File: src/hdl/smt_pkg.sv
// Shared constants and types for the sorted multiset table.
`timescale 1ns / 1ps
`default_nettype none

package smt_pkg;

	localparam int CAPACITY_DEF   = 64;
	localparam int KEY_BITS_DEF   = 32;
	localparam int COUNT_BITS_DEF = 32;

	// operation codes
	localparam logic [1:0] OP_INSERT = 2'd0;
	localparam logic [1:0] OP_REMOVE = 2'd1;
	localparam logic [1:0] OP_QUERY  = 2'd2;

	// result status codes
	localparam logic [2:0] ST_OK         = 3'd0;
	localparam logic [2:0] ST_BAD_AMOUNT = 3'd1;
	localparam logic [2:0] ST_EMPTY      = 3'd2;
	localparam logic [2:0] ST_NOT_FOUND  = 3'd3;
	localparam logic [2:0] ST_FULL       = 3'd4;

	// control broadcast to every cell
	typedef struct packed {
		logic cmp;     // compare stored key against the incoming key
		logic set_cnt; // matching cell loads new count
		logic ins;     // open a slot at the insert point, later cells move up
		logic del;     // drop the matching cell, later cells move down
	} cell_ctl_t;

endpackage

`default_nettype wire

File: src/hdl/smt_cell.sv
// One table cell: a key, its count and a valid bit, with neighbour shifting.
`timescale 1ns / 1ps
`default_nettype none

module smt_cell #(
	parameter int KEY_BITS   = smt_pkg::KEY_BITS_DEF,
	parameter int COUNT_BITS = smt_pkg::COUNT_BITS_DEF
) (
	input  wire logic                         clk,
	input  wire logic                         arst_n,
	input  wire smt_pkg::cell_ctl_t           ctl,
	input  wire logic signed [KEY_BITS-1:0]   bcast_key,
	input  wire logic [COUNT_BITS-1:0]        new_count,
	input  wire logic                         left_lt,
	input  wire logic                         left_valid,
	input  wire logic signed [KEY_BITS-1:0]   left_key,
	input  wire logic [COUNT_BITS-1:0]        left_count,
	input  wire logic                         right_valid,
	input  wire logic signed [KEY_BITS-1:0]   right_key,
	input  wire logic [COUNT_BITS-1:0]        right_count,
	output logic                              valid,
	output logic                              lt,
	output logic                              eq,
	output logic signed [KEY_BITS-1:0]        key_out,
	output logic [COUNT_BITS-1:0]             count_out
);
	import smt_pkg::*;

	logic                       valid_q;
	logic                       lt_q;
	logic                       eq_q;
	logic signed [KEY_BITS-1:0] key_q;
	logic [COUNT_BITS-1:0]      count_q;
	logic                       moves;

	// cells at or beyond the insert/match point take part in a shift
	assign moves = !lt_q;

	always_ff @(posedge clk or negedge arst_n) begin
		if (!arst_n) begin
			valid_q <= 1'b0;
			lt_q    <= 1'b0;
			eq_q    <= 1'b0;
		end else begin
			if (ctl.cmp) begin
				lt_q <= valid_q && (key_q < bcast_key);
				eq_q <= valid_q && (key_q == bcast_key);
			end
			if (ctl.ins && moves) begin
				valid_q <= left_lt ? 1'b1 : left_valid;
			end else if (ctl.del && moves) begin
				valid_q <= right_valid;
			end
		end
	end

	always_ff @(posedge clk) begin
		if (ctl.set_cnt && eq_q) begin
			count_q <= new_count;
		end else if (ctl.ins && moves) begin
			if (left_lt) begin
				key_q   <= bcast_key;
				count_q <= new_count;
			end else begin
				key_q   <= left_key;
				count_q <= left_count;
			end
		end else if (ctl.del && moves) begin
			key_q   <= right_key;
			count_q <= right_count;
		end
	end

	assign valid     = valid_q;
	assign lt        = lt_q;
	assign eq        = eq_q;
	assign key_out   = key_q;
	assign count_out = count_q;

endmodule

`default_nettype wire

File: config.mk
export PLATFORM = sky130hd
export DESIGN_NAME = smt_cell
export DESIGN_NICKNAME = d
export VERILOG_FILES = /design/src/hdl/smt_pkg.sv /design/src/hdl/smt_cell.sv
export SDC_FILE = /design/constraint.sdc
export NUM_CORES = 1
export LEC_CHECK = 0
export BUFFER_PORTS_ARGS = -buffer_cell sky130_fd_sc_hd__buf_2
export CAP_MARGIN = 20
export CORE_ASPECT_RATIO = 0.9
export CORE_MARGIN = 5
export CORE_UTILIZATION = 34
export DETAILED_ROUTE_END_ITERATION = 8
export PLACE_DENSITY = 0.64
export SETUP_SLACK_MARGIN = 0.1
export SLEW_MARGIN = 5
export SYNTH_ARGS = -nofsm -noshare
export SYNTH_HDL_FRONTEND = slang
export SYNTH_SLANG_ARGS = --single-unit
File: constraint.sdc
create_clock -name clk -period 3.2 [get_ports clk]
set_input_delay 0.16 -clock clk [delete_from_list [all_inputs] [get_ports clk]]
set_output_delay 0.16 -clock clk [all_outputs]
set_load 0.03 [all_outputs]
==> flow_summary_export.csv <==
group,metric,value,unit
sta,timing.final.ws_setup,1.31,ns
sta,rsz0062_at_grt,"no",
yosys,yosys_warnings,0,
job,cap_violations,0,
cells_and_area,nets,917,
setup_path,start_kind,"flop",
yosys,syn-cell-area,4180,um^2
yosys,ys_seq_elements,67,
sta,hold_viol_final,0,
clocking,clkSinkCount,67,
clocking,cts-resized-gates,0,
cells_and_area,syn_to_final_growth,42.3,%
drt,drtIter0Drc,157,
clocking,clock_path_buffers,2,
floorplan,die_y,115,um
sta,tns,0,ns
floorplan,design.core.area,12100,um^2
clocking,cts_tree,"yes",
pwr,p_int,2.75,mW
setup_path,worstPathMaxFanout,3,
pwr,power_frac_clock,24.4,%
hold_path,hold_class,"in -> reg",
pwr,swShare,40.3,%
pwr,power.switching,1.86,mW
sta,drv_slew,0,
setup_path,ff2ff_setup_slack,1.31,ns
clocking,h-tree-depth,3,
floorplan,ios,268,
setup_path,critPathRequiredTime,3.40,ns
sta,setup_viol,0,
drt,num_vias,4178,
clocking,cts_buffers,9,
floorplan,start_util,34.6,%
hold_path,whs_endpoint,"eq$_DFFE_PN0P_",
setup_path,r2r_end,"lt$_DFFE_PN0P_",
yosys,seq_area_frac_synth,47.7,%
grt,grt_max_degree,65,
sta,fin_crit,1.89,ns
clocking,path_clk_slew,0.06,ns
drt,viasPerCell,4.92,
pwr,pwr_density_cell,775,nW/um^2
pwr,combPwrFrac,42.5,%
cells_and_area,final_cell_mix,"267 x buf_2, 64 x edfxtp_1, 48 x a21oi_1",
hold_path,hold_path_startpoint,"ctl[3]",
pwr,leakage,2.94,nW
clocking,clk_latency,0.33,ns
sta,worst_slew_pin_slew,1.03,ns
sta,slew_headroom,31.1,%
yosys,yosysTopAreaCellShare,45.9,%
yosys,yosys-top-cells-area,"edfxtp_1 46%, ha_1 9.6%, mux2i_1 7.7%, a21oi_1 5.7%, o22ai_1 4.9%",
sta,clock_skew,0.00382,ns
grt,grt_use_total,17.9,%
setup_path,crit_arrival,2.09,ns
grt,grt_antenna_before_repair,0,
drt,drc_errors,0,
drt,firstDrtPassIters,5,
place,post-place-ws,1.28,ns
yosys,yosysTopAreaCell,"edfxtp_1",
hold_path,hold_depth,2,
yosys,syn_inst,425,
grt,grt_overflow,0,
drt,final_antenna_net_count,0,
cells_and_area,nFillCells,1174,
place,io_buffers,267,
clocking,root_buffer,"clkbuf_16",
floorplan,dieArea,14600,um^2
cells_and_area,utilization,49.3,%
sta,fmax,0.529,GHz
drt,drt-total-wl,13600,um
cells_and_area,layout-drive-gt1-share,42.5,%
yosys,syn_area_per_cell,9.84,um^2
grt,grt_first_pass_wirelength,20700,um
floorplan,placementRows,38,
status,status,"finished, final reports clean",
place,gp_congestion,0.857,
setup_path,r2r_start,"key_out[11]$_DFFE_PP_",
setup_path,reg2reg_depth,6,
setup_path,end_kind,"flop",
setup_path,critPathKind,"reg -> reg",
grt,grt_pass1_vias,4348,
drt,wire_per_inst,16.0,um
yosys,synth_cell_type_count,32,
pwr,seqPwrFrac,33.2,%
yosys,synth_nets,658,
place,hpwl,10800,um
pwr,vdd_drop_max,0.342,mV
sta,period_share,59.1,%
floorplan,die_x,127,um
cells_and_area,final_common_cell,"buf_2",
through the flow:
step | instances | hold WS, ns | power [mW] | instance area [um^2]
floorplan | 425 | -0.136 | 2.90 | 4180
global placement | 832 | -0.0373 | 3.48 | 5610
detailed placement | 832 | -0.0323 | 3.53 | 5610
CTS | 849 | 0.0354 | 4.67 | 5950
global route | 849 | 0.0599 | 4.90 | 5950
finish | 850 | 0.0443 | 4.61 | 5950
registers in the layout, summed over array words and instances (netlist names):
signal	flops
count_out	32
eq	1
key_out	32
lt	1
valid	1
layer usage:
metal	GRT usage, %	up-vias	part of all wire [%]
li1	-	2067	-
met1	19.6	1876	38
met2	31.9	212	49
met3	6.55	23	11
met4	6.86	0	2.1
met5	0	-	0
logic make-up after synthesis:
family	count (synthesis)	share of synthesized area, %
and+or+nand+nor	106	11.2
buffers and inverters	59	6.79
muxes	32	7.66
DFF	67	47.7
AOI/OAI and AO/OA	129	17.1
adders and majority gates	32	9.57
cell usage after synthesis:
master	count
nor3b_1	2
edfxtp_1	64
nand2b_2	1
nor2_1	38
o21ai_0	38
buf_6	7
dfrtp_1	3
a21oi_1	48
a21o_1	1
inv_1	35
buf_2	8
ha_1	32
a211o_1	1
nand2_1	47
o22ai_1	33
nor4_2	1
and2_1	1
mux2i_1	32
nand4_1	1
nand4_2	1
nand3_1	5
nand2b_1	4
a31oi_1	3
nor3_2	1
clkbuf_1	9
nor3_1	2
o211ai_1	2
a21oi_4	1
nand3_2	1
o21bai_1	1
nor2b_1	1
o21ai_1	1
how the worst max path moves through the flow:
stage                           from                     end
2_1_floorplan         lt$_DFFE_PN0P_    key_out[0]$_DFFE_PP_
3_3_place_gp   key_out[11]$_DFFE_PP_          lt$_DFFE_PN0P_
3_5_place_dp   key_out[14]$_DFFE_PP_          lt$_DFFE_PN0P_
4_1_cts        key_out[14]$_DFFE_PP_          lt$_DFFE_PN0P_
5_1_grt               lt$_DFFE_PN0P_  count_out[2]$_DFFE_PP_
6_report       key_out[11]$_DFFE_PP_          lt$_DFFE_PN0P_
critical path, cell delays in order (launching register included):
cell and delay (ns):
edfxtp_1 0.42, ha_1 0.35, nand4_1 0.15, nor4_2 0.33, o21ai_1 0.11, a31oi_1 0.26
o211ai_1 0.14
power groups by stage:
stage	clock (mW)	sequential, mW	combinational [mW]
6_report	1.12	1.53	1.96
5_1_grt	1.19	1.56	2.14
4_1_cts	1.15	1.53	1.99
3_5_place_dp	0	1.55	1.98
3_3_place_gp	0	1.54	1.95
2_1_floorplan	0	2.16	0.740
final cells by class:
class                   instances  area, um^2  share of cell area, %
diodes                          1        2.50                 0.0420
clock buffers                   9         225                   3.78
clock inverters                 7         106                   1.79
inverters                      35         131                   2.21
multi-input cells             299        1920                   32.2
flip-flops and latches         67        2000                   33.5
well taps                     160         200                   3.36
repair buffers                272        1380                   23.1
timing repair:
action,in CTS,in global routing
setup buffers,0,0
endpoints found under the hold margin,3,0
hold buffers,1,0
endpoints found under the setup margin,0,0
(Power assumes the default switching activity.)
